`config.mk`:
```
export PLATFORM = sky130hd
export DESIGN_NAME = downmix_linear_resampler_core
export DESIGN_NICKNAME = d
export VERILOG_FILES = /design/src/design/dlr_pkg.sv /design/src/design/dlr_mono.sv /design/src/design/dlr_interp.sv /design/src/design/downmix_linear_resampler_core.sv
export VERILOG_INCLUDE_DIRS = /design/src /design/src/design
export SDC_FILE = /design/constraint.sdc
export NUM_CORES = 2
export LEC_CHECK = 0
export ABC_AREA = 1
export BUFFER_PORTS_ARGS = -buffer_cell sky130_fd_sc_hd__clkbuf_2
export CAP_MARGIN = 20
export CORE_MARGIN = 4
export CORE_UTILIZATION = 40
export DETAILED_ROUTE_END_ITERATION = 8
export GPL_TIMING_DRIVEN = 0
export SYNTH_ARGS = -nofsm -noshare
export SYNTH_HDL_FRONTEND = slang
export SYNTH_SLANG_ARGS = --single-unit
```
`constraint.sdc`:
```
create_clock -name clk_i -period 6.7 [get_ports clk_i]
set_input_delay 1.34 -clock clk_i [delete_from_list [all_inputs] [get_ports clk_i]]
set_output_delay 1.34 -clock clk_i [all_outputs]
set_load 0.02 [all_outputs]
```
`src/design/assert_macros.svh`:
```
// Assertion helpers used by the RTL.
`ifndef ASSERT_MACROS_SVH
`define ASSERT_MACROS_SVH

`ifndef ASSERT_OFF
// Property must hold at every clock edge outside reset.
`define ASSERT_PROP(label, clk, rst_n, prop) \
  label: assert property (@(posedge clk) disable iff (!(rst_n)) (prop)) \
    else $error("assertion failed");
// Condition must never be true outside reset.
`define ASSERT_NEVER(label, clk, rst_n, cond) \
  label: assert property (@(posedge clk) disable iff (!(rst_n)) !(cond)) \
    else $error("forbidden condition seen");
`else
`define ASSERT_PROP(label, clk, rst_n, prop)
`define ASSERT_NEVER(label, clk, rst_n, cond)
`endif

`endif

```
`src/design/dlr_pkg.sv`:
```
package dlr_pkg;

  localparam int MAX_CHANNELS    = 8;
  localparam int PHASE_FRAC_BITS = 24;

  localparam int NUM_CH_PORTS = 8;
  localparam int PCM_W        = 16;
  localparam int OUT_W        = 24;
  localparam int IDX_W        = 32;
  localparam int STEP_W       = 27;
  localparam int CC_W         = 4;
  localparam int CFG_IDX_W    = 1;
  localparam int CFG_DATA_W   = 27;
  localparam int MAX_RESULTS  = 3;
  localparam int RES_CNT_W    = 2;

  localparam logic [CFG_IDX_W-1:0] REG_CHANNEL_COUNT = 1'd0;
  localparam logic [CFG_IDX_W-1:0] REG_PHASE_STEP    = 1'd1;

  localparam logic [CC_W-1:0]   CHANNEL_COUNT_RST = 4'd1;
  localparam logic [STEP_W-1:0] PHASE_STEP_RST    = 27'd16777216;

  typedef logic signed [PCM_W-1:0] pcm_t;
  typedef pcm_t [NUM_CH_PORTS-1:0] frame_t;

endpackage

```
`src/design/dlr_mono.sv`:
```
// Channel downmix: serial accumulate, then restoring divide by the count.
module dlr_mono #(
  parameter int MAX_CHANNELS = dlr_pkg::MAX_CHANNELS
) (
  input  logic                    clk_i,
  input  logic                    rst_ni,
  input  logic                    start_i,
  input  logic [dlr_pkg::CC_W-1:0] nch_i,
  input  dlr_pkg::frame_t         frame_i,
  output logic                    done_o,
  output dlr_pkg::pcm_t           mono_o
);

  localparam int CW   = dlr_pkg::CC_W;
  localparam int SUMW = dlr_pkg::PCM_W + $clog2(MAX_CHANNELS);
  localparam int MAGW = SUMW;
  localparam int STW  = $clog2(MAGW + 1);

  typedef enum logic [3:0] {
    M_IDLE = 4'b0001,
    M_ACC  = 4'b0010,
    M_DIV  = 4'b0100,
    M_FIN  = 4'b1000
  } mono_state_e;

  mono_state_e          state_q, state_d;
  logic signed [SUMW-1:0] acc_q, acc_d, acc_sum;
  logic [CW-1:0]        cnt_q, cnt_d;
  logic [CW-1:0]        nch_q, nch_d;
  logic [MAGW-1:0]      quo_q, quo_d;
  logic [CW-1:0]        rem_q, rem_d;
  logic [STW-1:0]       step_q, step_d;
  logic                 neg_q, neg_d;
  logic [CW:0]          trial;
  logic [MAGW-1:0]      quo_signed;

  assign acc_sum = acc_q + SUMW'($signed(frame_i[cnt_q[2:0]]));
  assign trial   = {rem_q, quo_q[MAGW-1]};

  always_comb begin
    state_d = state_q;
    acc_d   = acc_q;
    cnt_d   = cnt_q;
    nch_d   = nch_q;
    quo_d   = quo_q;
    rem_d   = rem_q;
    step_d  = step_q;
    neg_d   = neg_q;
    case (state_q)
      M_IDLE: begin
        if (start_i) begin
          acc_d   = '0;
          cnt_d   = '0;
          nch_d   = nch_i;
          state_d = M_ACC;
        end
      end
      M_ACC: begin
        acc_d = acc_sum;
        cnt_d = cnt_q + 1'b1;
        if (cnt_q == nch_q - 1'b1) begin
          neg_d   = acc_sum[SUMW-1];
          quo_d   = acc_sum[SUMW-1] ? MAGW'(-acc_sum) : MAGW'(acc_sum);
          rem_d   = '0;
          step_d  = '0;
          state_d = M_DIV;
        end
      end
      M_DIV: begin
        // one quotient bit per cycle
        if (trial >= {1'b0, nch_q}) begin
          rem_d = CW'(trial - {1'b0, nch_q});
          quo_d = {quo_q[MAGW-2:0], 1'b1};
        end else begin
          rem_d = trial[CW-1:0];
          quo_d = {quo_q[MAGW-2:0], 1'b0};
        end
        step_d = step_q + 1'b1;
        if (step_q == STW'(MAGW - 1)) state_d = M_FIN;
      end
      M_FIN: begin
        state_d = M_IDLE;
      end
      default: state_d = M_IDLE;
    endcase
  end

  always_ff @(posedge clk_i or negedge rst_ni) begin
    if (!rst_ni) begin
      state_q <= M_IDLE;
    end else begin
      state_q <= state_d;
    end
  end

  always_ff @(posedge clk_i) begin
    acc_q  <= acc_d;
    cnt_q  <= cnt_d;
    nch_q  <= nch_d;
    quo_q  <= quo_d;
    rem_q  <= rem_d;
    step_q <= step_d;
    neg_q  <= neg_d;
  end

  // truncation toward zero: divide magnitude, restore sign
  assign quo_signed = neg_q ? -quo_q : quo_q;
  assign mono_o     = quo_signed[dlr_pkg::PCM_W-1:0];
  assign done_o     = (state_q == M_FIN);

endmodule

```
`src/design/dlr_interp.sv`:
```
// Interpolation datapath: registered multiply, then round to Q1.23.
module dlr_interp #(
  parameter int PHASE_FRAC_BITS = dlr_pkg::PHASE_FRAC_BITS
) (
  input  logic                      clk_i,
  input  logic                      en_i,
  input  dlr_pkg::pcm_t             prev_i,
  input  dlr_pkg::pcm_t             cur_i,
  input  logic [PHASE_FRAC_BITS:0]  frac_i,
  output logic signed [dlr_pkg::OUT_W-1:0] sample_o
);

  localparam int F     = PHASE_FRAC_BITS;
  localparam int PRODW = F + 19;
  localparam int NUMW  = F + 20;
  localparam logic signed [NUMW-1:0] RND = {{(NUMW-1){1'b0}}, 1'b1} << (F - 9);

  logic signed [16:0]      diff;
  logic signed [PRODW-1:0] prod_q;
  dlr_pkg::pcm_t           prev_q;
  logic signed [NUMW-1:0]  num, shifted;

  assign diff = 17'(cur_i) - 17'(prev_i);

  always_ff @(posedge clk_i) begin
    if (en_i) begin
      prod_q <= diff * $signed({1'b0, frac_i});
      prev_q <= prev_i;
    end
  end

  assign num      = (NUMW'(prev_q) <<< F) + NUMW'(prod_q);
  assign shifted  = (num + RND) >>> (F - 8);
  assign sample_o = shifted[dlr_pkg::OUT_W-1:0];

endmodule

```
`src/design/downmix_linear_resampler_core.sv`:
```
// Downmix and linear-interpolation resampler.
// Input channel (in_valid_i/in_ready_o): one PCM frame per beat, ch0_i..ch7_i;
// only the first channel_count channels are averaged (truncated toward zero).
// Output channel (out_valid_o/out_ready_i): zero to three beats per frame,
// each a Q1.23 sample, its running index and a last-of-run flag on the final
// beat of the frame. A frame that produces no beat is silent.
// Config: cfg_we_i writes cfg_data_i into register cfg_index_i at once
// (0 = channel_count, 1 = phase_step in Q24); write only while idle.
// Timing: one frame at a time. The downmix adds one channel per cycle, then
// a restoring divider retires one quotient bit per cycle (19 bits) before
// the first result is shown. Each result passes through the check, multiply
// and output register states and then waits out any receiver stall;
// in_ready_o rises in the cycle after a check that finds no more points due,
// so after the last beat is taken the sequencer passes the check state first.
// Reset clears the phase, previous sample and index and restores register
// defaults. A stall on the output holds the beat and freezes the sequencer.
`include "assert_macros.svh"
module downmix_linear_resampler_core #(
  parameter int MAX_CHANNELS    = dlr_pkg::MAX_CHANNELS,
  parameter int PHASE_FRAC_BITS = dlr_pkg::PHASE_FRAC_BITS
) (
  input  logic                                clk_i,
  input  logic                                rst_ni,
  input  logic                                cfg_we_i,
  input  logic [dlr_pkg::CFG_IDX_W-1:0]       cfg_index_i,
  input  logic [dlr_pkg::CFG_DATA_W-1:0]      cfg_data_i,
  input  logic                                in_valid_i,
  output logic                                in_ready_o,
  input  logic signed [dlr_pkg::PCM_W-1:0]    ch0_i,
  input  logic signed [dlr_pkg::PCM_W-1:0]    ch1_i,
  input  logic signed [dlr_pkg::PCM_W-1:0]    ch2_i,
  input  logic signed [dlr_pkg::PCM_W-1:0]    ch3_i,
  input  logic signed [dlr_pkg::PCM_W-1:0]    ch4_i,
  input  logic signed [dlr_pkg::PCM_W-1:0]    ch5_i,
  input  logic signed [dlr_pkg::PCM_W-1:0]    ch6_i,
  input  logic signed [dlr_pkg::PCM_W-1:0]    ch7_i,
  output logic                                out_valid_o,
  input  logic                                out_ready_i,
  output logic signed [dlr_pkg::OUT_W-1:0]    sample_o,
  output logic [dlr_pkg::IDX_W-1:0]           sample_index_o,
  output logic                                last_of_run_o
);

  localparam int F    = PHASE_FRAC_BITS;
  localparam int PW   = F + 4;                        // phase, +/- 8.0 in QF
  localparam int ADDW = ((PW > dlr_pkg::STEP_W) ? PW : dlr_pkg::STEP_W) + 2;
  localparam int CW   = dlr_pkg::CC_W;

  localparam logic signed [PW:0]     ONE_W  = {{PW{1'b0}}, 1'b1} << F;
  localparam logic signed [PW:0]     LIM_LO = {2'b11, {(F + 3){1'b0}}};
  localparam logic signed [ADDW-1:0] LIM_HI = {{(ADDW - F - 3){1'b0}}, {(F + 3){1'b1}}};

  typedef enum logic [4:0] {
    S_IDLE  = 5'b00001,
    S_MIX   = 5'b00010,
    S_CHECK = 5'b00100,
    S_MUL   = 5'b01000,
    S_OUT   = 5'b10000
  } core_state_e;

  core_state_e                state_q, state_d;
  logic [CW-1:0]              chan_cnt_q;
  logic [dlr_pkg::STEP_W-1:0] step_q;
  dlr_pkg::pcm_t              prev_q, cur_q;
  logic signed [PW-1:0]       phase_q;
  logic [dlr_pkg::IDX_W-1:0]  emitted_q;
  logic [dlr_pkg::RES_CNT_W-1:0] n_q;
  dlr_pkg::frame_t            frame_q;
  logic signed [dlr_pkg::OUT_W-1:0] sample_q;
  logic                       last_q;

  logic                  in_fire, out_fire;
  logic [CW-1:0]         nch;
  logic                  mono_done;
  dlr_pkg::pcm_t         mono;
  logic                  due;
  logic signed [ADDW-1:0] adv_full;
  logic signed [PW-1:0]  phase_adv;
  logic signed [PW:0]    dec_full;
  logic signed [PW-1:0]  phase_dec;
  logic signed [PW:0]    frac_full;
  logic [F:0]            frac;
  logic                  mul_en;
  logic signed [dlr_pkg::OUT_W-1:0] interp_sample;
  logic                  last_now;

  assign in_ready_o  = (state_q == S_IDLE);
  assign in_fire     = in_valid_i && in_ready_o;
  assign out_valid_o = (state_q == S_OUT);
  assign out_fire    = out_valid_o && out_ready_i;

  // configuration
  always_ff @(posedge clk_i or negedge rst_ni) begin
    if (!rst_ni) begin
      chan_cnt_q <= dlr_pkg::CHANNEL_COUNT_RST;
      step_q     <= dlr_pkg::PHASE_STEP_RST;
    end else if (cfg_we_i) begin
      case (cfg_index_i)
        dlr_pkg::REG_CHANNEL_COUNT: chan_cnt_q <= cfg_data_i[CW-1:0];
        dlr_pkg::REG_PHASE_STEP:    step_q     <= cfg_data_i[dlr_pkg::STEP_W-1:0];
        default: ;
      endcase
    end
  end

  // zero count acts as one, too many saturates
  always_comb begin
    if (chan_cnt_q == '0) begin
      nch = CW'(1);
    end else if (chan_cnt_q > CW'(MAX_CHANNELS)) begin
      nch = CW'(MAX_CHANNELS);
    end else begin
      nch = chan_cnt_q;
    end
  end

  always_ff @(posedge clk_i) begin
    if (in_fire) begin
      frame_q[0] <= ch0_i;
      frame_q[1] <= ch1_i;
      frame_q[2] <= ch2_i;
      frame_q[3] <= ch3_i;
      frame_q[4] <= ch4_i;
      frame_q[5] <= ch5_i;
      frame_q[6] <= ch6_i;
      frame_q[7] <= ch7_i;
    end
  end

  // downmix starts with the accepting edge; frame_q is loaded by then
  dlr_mono #(
    .MAX_CHANNELS(MAX_CHANNELS)
  ) u_mono (
    .clk_i  (clk_i),
    .rst_ni (rst_ni),
    .start_i(in_fire),
    .nch_i  (nch),
    .frame_i(frame_q),
    .done_o (mono_done),
    .mono_o (mono)
  );

  // phase arithmetic
  assign due       = phase_q[PW-1] || (phase_q == '0);
  assign adv_full  = ADDW'(phase_q) + ADDW'({1'b0, step_q});
  assign phase_adv = (adv_full > LIM_HI) ? LIM_HI[PW-1:0] : adv_full[PW-1:0];
  assign dec_full  = (PW + 1)'(phase_q) - ONE_W;
  assign phase_dec = (dec_full < LIM_LO) ? LIM_LO[PW-1:0] : dec_full[PW-1:0];
  assign frac_full = (PW + 1)'(phase_q) + ONE_W;
  assign frac      = frac_full[PW] ? '0 : frac_full[F:0];
  assign last_now  = (n_q == dlr_pkg::RES_CNT_W'(dlr_pkg::MAX_RESULTS - 1)) ||
                     (!phase_adv[PW-1] && phase_adv != '0);

  assign mul_en = (state_q == S_CHECK) && due &&
                  (n_q != dlr_pkg::RES_CNT_W'(dlr_pkg::MAX_RESULTS));

  dlr_interp #(
    .PHASE_FRAC_BITS(F)
  ) u_interp (
    .clk_i   (clk_i),
    .en_i    (mul_en),
    .prev_i  (prev_q),
    .cur_i   (cur_q),
    .frac_i  (frac),
    .sample_o(interp_sample)
  );

  // sequencer
  always_comb begin
    state_d = state_q;
    case (state_q)
      S_IDLE:  if (in_fire) state_d = S_MIX;
      S_MIX:   if (mono_done) state_d = S_CHECK;
      S_CHECK: state_d = mul_en ? S_MUL : S_IDLE;
      S_MUL:   state_d = S_OUT;
      S_OUT:   if (out_fire) state_d = S_CHECK;
      default: state_d = S_IDLE;
    endcase
  end

  always_ff @(posedge clk_i or negedge rst_ni) begin
    if (!rst_ni) begin
      state_q   <= S_IDLE;
      prev_q    <= '0;
      phase_q   <= '0;
      emitted_q <= '0;
      n_q       <= '0;
    end else begin
      state_q <= state_d;
      if (state_q == S_MIX && mono_done) begin
        n_q <= '0;
      end
      if (state_q == S_CHECK && !mul_en) begin
        // frame done: move to the next input interval
        prev_q  <= cur_q;
        phase_q <= phase_dec;
      end
      if (out_fire) begin
        emitted_q <= emitted_q + 1'b1;
        phase_q   <= phase_adv;
        n_q       <= n_q + 1'b1;
      end
    end
  end

  always_ff @(posedge clk_i) begin
    if (state_q == S_MIX && mono_done) cur_q <= mono;
    if (state_q == S_MUL) begin
      sample_q <= interp_sample;
      last_q   <= last_now;
    end
  end

  assign sample_o       = sample_q;
  assign sample_index_o = emitted_q;
  assign last_of_run_o  = last_q;

  `ASSERT_PROP(a_idx_step, clk_i, rst_ni, out_fire |=> emitted_q == $past(emitted_q) + 1'b1)
  `ASSERT_PROP(a_last_ends, clk_i, rst_ni, (out_fire && last_of_run_o) |=> ##1 in_ready_o)
  `ASSERT_NEVER(a_run_bound, clk_i, rst_ni, out_valid_o && n_q == dlr_pkg::RES_CNT_W'(dlr_pkg::MAX_RESULTS))
  `ASSERT_PROP(a_mix_done, clk_i, rst_ni, mono_done |-> state_q == S_MIX)

endmodule
```
# After elaboration in Yosys (flattened, before gate mapping)
# Cells that the tools add are included.
# Widths: inputs -> output; s select.
[op_classes] bitwise_logic=1 reduce_logical=27 muxes=33 div_mod_pow=0 eq_ne=19 n_addsub=15 magnitude_cmp=5 multipliers=1 shift=0
[ops] operator="$mux 28" count=4
[ops] operator="$pmux 19 s2" count=2
[ops] operator="$mux 19" count=3
[ops] operator="$bmux 16 s3" count=1
[ops] operator="$add 40x17->40 const B" count=1
[ops] operator="$add 40x40->40" count=1
[ops] operator="$mul 17x26->40" count=1
[ops] operator="$add 32x1->32 const B" count=1
[ops] operator="$mux 16" count=2
[ops] operator="$mux 4" count=8
[ops] operator="$add 28x26->29 const B" count=1
[ops] operator="$add 28x28->29" count=1
[ops] operator="$gt 29x28->1 const B" count=1
[ops] operator="$lt 29x28->1 const B" count=1
[ops] operator="$sub 28x26->29 const B" count=1
[ops] operator="$logic_not 28->1" count=1
[ops] operator="$reduce_bool 28->1" count=1
[ops] operator="$mux 25" count=1
[ops] operator="$pmux 5 s5" count=1
[ops] operator="$mux 5" count=4
[ops] operator="$add 19x16->19" count=1
[ops] operator="$neg 19->19" count=1
[ops] operator="$sub 16x16->17" count=1
[ops] operator="$neg 16->16" count=1
[ops] operator="other kinds (35)" count=60
[word_totals] latch_bits=0 word_cells=130 mem_bits_rw=0 rom_bits=0 register_bits=399 n_memories=0

# Logic depth before layout (Yosys ltp)
[depth] ltp_word=8 depth_mapped=41

# Hierarchy
# A second synthesis with hierarchy kept.
[hier_totals] hier_cells=4217 hier_area_um2=35338.9
[by_module_without_submodules] mod="dlr_interp" cells_per_inst=2153 area_each_um2=16986.3 n_inst=1
[by_module_without_submodules] mod="downmix_linear_resampler_core" cells_per_inst=1178 area_each_um2=12538.3 n_inst=1
[by_module_without_submodules] mod="dlr_mono" cells_per_inst=886 area_each_um2=5814.3 n_inst=1

# Worst setup path after synthesis
# Ideal clock, no wire load.
[synth_timing] path_type="reg2reg" start="register prev_q[0]" end="register u_interp.prod_q[36], data pin" setup_time_ps=260 required_ps=6440 arrival_time_ps=6782 setup_slack_ps=-342 stages_incl_launch_ff=34 cell_sequence="dfrtp_1 -> ha_1 -> fa_1 -> inv_1 -> a31oi_1 -> o21ai_2 -> inv_1 -> nor2_1 -> nor2_1 -> o21ai_2 -> nand2_1 -> nand2_1 -> nand2_1 -> nand2_2 -> buf_2 -> nor2_1 -> fa_1 -> inv_1 -> fa_1 -> fa_1 -> inv_1 -> fa_1 -> inv_1 -> fa_1 -> fa_1 -> inv_1 -> ha_1 -> a21oi_1 -> o21ai_0 -> a21oi_1 -> nor3_1 -> a2111oi_0 -> nand2_1 -> xor2_1"
[synth_via] elab_chain_len=2
[synth_rtl] item="from (decl)" line="downmix_linear_resampler_core.sv:64" rtl="dlr_pkg::pcm_t prev_q, cur_q;"
[synth_rtl] item="from (signal assigned)" line="downmix_linear_resampler_core.sv:195" rtl="prev_q <= cur_q;"
[synth_rtl] item="$sub 16x16->17" line="dlr_interp.sv:23" rtl="assign diff = 17'(cur_i) - 17'(prev_i);"
[synth_rtl] item="$mul 17x26->40" line="dlr_interp.sv:27" rtl="prod_q <= diff * $signed({1'b0, frac_i});"
[synth_rtl] item="to (signal assigned)" line="dlr_interp.sv:27"
[synth_rtl] item="to (decl)" line="dlr_interp.sv:19" rtl="logic signed [PRODW-1:0] prod_q;"
# Every way passes these cells.
# A chain may end at the register's enable or synchronous reset.

# Worst setup path in the final report
[layout_timing] start="register prev_q[0]" end="register u_interp.prod_q[37], data pin"
# The elaborated chain is that of the path after synthesis.

==> results.toml <==
[outcome]
status = "finished, violations left"
violations = "setup timing"

[power]
leakage_nw = 19.4
net-switching-power_mw = 4.17
ir_drop_uv = 243
clkPwrFrac = 0.237
power_density_mw_per_mm2 = 250
p_sw_frac = 0.407
power_frac_comb = 0.443
pwr-share-seq = 0.320
intPower_mw = 6.08
fin_total_pwr_mw = 10.2

[synthesis]
yosysUniqueCellTypes = 70
avgSynthCellArea_um2 = 8.66
synth_nets = 4676
ys.flop_type = "edfxtp_1"
synth_seq_cells = 384
netlist_instances = 3954
async_flop_share = 0.307
synth_enable_flop_cells = 266
ys_warn_count = 0
yosysSeqAreaShare = 0.320
synthesis.area_mm2 = 0.0342

[detailed_routing]
drt_first_pass_iters = 5
vias = 27400
first_iter_violations = 1735
ant_nets = 0
wirelength_mm = 100
viasPerCell = 4.99
drc = 0
wl_per_cell_um = 18.3

[worst_setup_path]
startpoint_type = "flop"
crit_path_frequent_cell = "fa_1"
timing.reg2reg.worst_path_depth = 33
cp_slowest_cell = "fa_2"
reg2reg_slack_ns = -0.71
arrival_ns = 7.71
critPathMaxFanout = 6
end_kind = "flop"
critPathKind = "reg2reg"
critPathRequiredTime_ns = 7.00
cpPeakStageDelay_ns = 0.57

[timing]
worst_pin_slew_ns = 0.925
holdWs_ns = 0.444
finClkSkew_ns = 0.0269
period_share = 1.11
maxSlewHeadroom = 0.383
min_period_ns = 7.41
maxSlewViolCount = 0
rsz0062_at_grt = "true"
setup_viol = 24
worst_slack_ns = -0.711
fmax_ghz = 0.135
finalHoldViolCount = 0

[clock_network]
numCtsBuffers = 45
path_clk_slew_ns = 0.06
htree_levels = 2
clock_path_buffers = 3
clock_latency_ns = 0.59
cts_tree = "done"
root_buffer = "clkbuf_16"
cts_sinks = 384
cts-hold-fix-buffers = 0

[job]
maxCapViolations = 0

[cells_and_area]
final_cell_area_mm2 = 0.0409
n_antenna_cell = 0
num-nets-final = 5035
final_layout_size_suffix_gt1_frac = 0.192
syn_to_final_growth_pct = 19.6
fin_cells = 5493

[place]
dpl-instance-area_mm2 = 0.0374
dpl.hpwl_mm = 80.2
routabilityCongestion = 0.939
placed_cells = 5326
port-buffer-count = 219

[die]
io_pins = 220
rows = 107
die_x_um = 301
die_h_um = 301
coreArea_mm2 = 0.0850
start_util = 0.403
die_area_mm2 = 0.0903

[global_routing]
overflow = 0
grt_pass1_wl_mm = 157
first_global_vias = 28300
antenna_found_initial = 1
global_route.usage.total = 0.223
grt_max_degree = 96

[worst_hold_path]
hold_path_depth = 0
holdCritPathClass = "reg2reg"
[cells by family after synthesis]
group,Yosys count,share of synthesized area
AOI/OAI and AO/OA,407,0.0663
xor gates and xnor gates,139,0.0369
adders and majority gates,561,0.281
buffers and inverters,858,0.0958
DFF,384,0.320
muxes,23,0.00756
and+or+nand+nor,1582,0.193
[final cells by class]
| class | count | area, um2 |
|---|---|---|
| fillers | 8085 | 44100 |
| clock inverters | 31 | 277 |
| repair buffers | 312 | 1990 |
| well taps | 1144 | 1430 |
| multi-input cells | 2712 | 21600 |
| clock buffers | 52 | 1190 |
| flip-flops and latches | 384 | 10900 |
| plain buffers | 106 | 682 |
| inverters | 752 | 2860 |
[synthesized netlist by cell type (all sizes together) (6+ instances only)]
| cell | number | area share |
|---|---|---|
| clkbuf | 73 | 0.0080 |
| ha | 214 | 0.078 |
| nor3 | 39 | 0.0068 |
| nor4 | 19 | 0.0037 |
| nand3b | 10 | 0.0022 |
| fa | 347 | 0.20 |
| a21o | 7 | 0.0015 |
| buf | 33 | 0.0052 |
| a21oi | 127 | 0.019 |
| nand2 | 815 | 0.091 |
| a21boi | 7 | 0.0016 |
| dfrtp | 114 | 0.083 |
| a31oi | 24 | 0.0044 |
| or2 | 11 | 0.0020 |
| clkinv | 7 | 0.00080 |
| xor2 | 90 | 0.024 |
| nand3 | 144 | 0.023 |
| xnor2 | 49 | 0.013 |
| o22ai | 17 | 0.0031 |
| o21bai | 10 | 0.0022 |
| edfxtp | 266 | 0.23 |
| mux2 | 23 | 0.0076 |
| nor2 | 503 | 0.056 |
| o211ai | 6 | 0.0016 |
| o21ai | 191 | 0.028 |
| nand4 | 33 | 0.0065 |
| inv | 745 | 0.082 |
[state kept, by name, summed over array words and instances, names as in the netlist]
name / count
chan_cnt_q: 4
cur_q: 16
frame_q: 128
last_of_run_o: 1
n_q: 2
phase_q: 28
prev_q: 16
sample_index_o: 32
sample_o: 24
state_q: 5
step_q: 27
u_interp.prev_q: 16
u_interp.prod_q: 25
u_mono.acc_q: 19
u_mono.cnt_q: 4
u_mono.nch_q: 4
u_mono.neg_q: 1
u_mono.quo_q: 19
u_mono.rem_q: 4
u_mono.state_q: 4
u_mono.step_q: 5
[routing by layer]
| metal | wire length [um] | GRT usage |
|---|---|---|
| met5 | 20 | 0 |
| met4 | 3690 | 0.0759 |
| met3 | 6540 | 0.0377 |
| met2 | 47900 | 0.380 |
| met1 | 42100 | 0.289 |
[stage by stage]
step            util  TNS [ns]  setup slack, ns
2_1_floorplan      -  -0.00304         -0.00169
3_3_place_gp   0.437    -24.65            -1.32
3_5_place_dp   0.439    -25.77            -1.36
4_1_cts        0.470     -9.30           -0.648
5_1_grt        0.482    -16.45           -0.937
6_report       0.482    -11.06           -0.711
[critical path: cells and delay by family, from the launching register on]
| family | cells | cell delay, ns |
|---|---|---|
| adder cells (fa/ha/maj) | 9 | 3.82 |
| AND/OR/NAND/NOR | 9 | 0.95 |
| buffers and inverters | 9 | 0.88 |
| AO/OA/AOI/OAI | 5 | 0.83 |
| flip-flops | 1 | 0.41 |
| XOR/XNOR | 1 | 0.20 |
[worst paths after layout]
kind,startpoint,endpoint
max reg2reg,prev_q[0],u_interp.prod_q[37]
max,prev_q[0],u_interp.prod_q[37]
min in group asynchronous,rst_ni,sample_index_o[30]
max in group asynchronous,rst_ni,prev_q[1]
min,prev_q[12],u_interp.prev_q[12]
min reg2reg,prev_q[12],u_interp.prev_q[12]
[cell usage in the layout, fill, tap and decap left out, types with 91 or more instances in the layout]
| master | netlist | layout |
|---|---|---|
| a21oi_1 | 124 | 91 |
| clkbuf_2 | 1 | 236 |
| dfrtp_1 | 114 | 112 |
| edfxtp_1 | 266 | 266 |
| fa_1 | 347 | 320 |
| ha_1 | 214 | 177 |
| inv_1 | 731 | 688 |
| nand2_1 | 795 | 742 |
| nand3_1 | 134 | 132 |
| nor2_1 | 494 | 455 |
| o21ai_0 | 177 | 164 |
[what timing repair did]
action / in CTS / in global routing
endpoints found under the setup margin: 25 / 25
pin swaps: 76 / 82
gates cloned: 1 / 1
gates resized for setup: 206 / 178
buffers inserted: 39 / 44
[power groups by stage]
stage	Sequential (mW)	Combinational (mW)	Clock [mW]
floorplan	3.29	3.17	0
global placement	3.36	4.27	0
detailed placement	3.32	4.35	0
CTS	3.28	4.47	2.50
global route	3.30	5.07	2.61
finish	3.27	4.54	2.43
No activity file was read; power rests on OpenSTA's default activity.
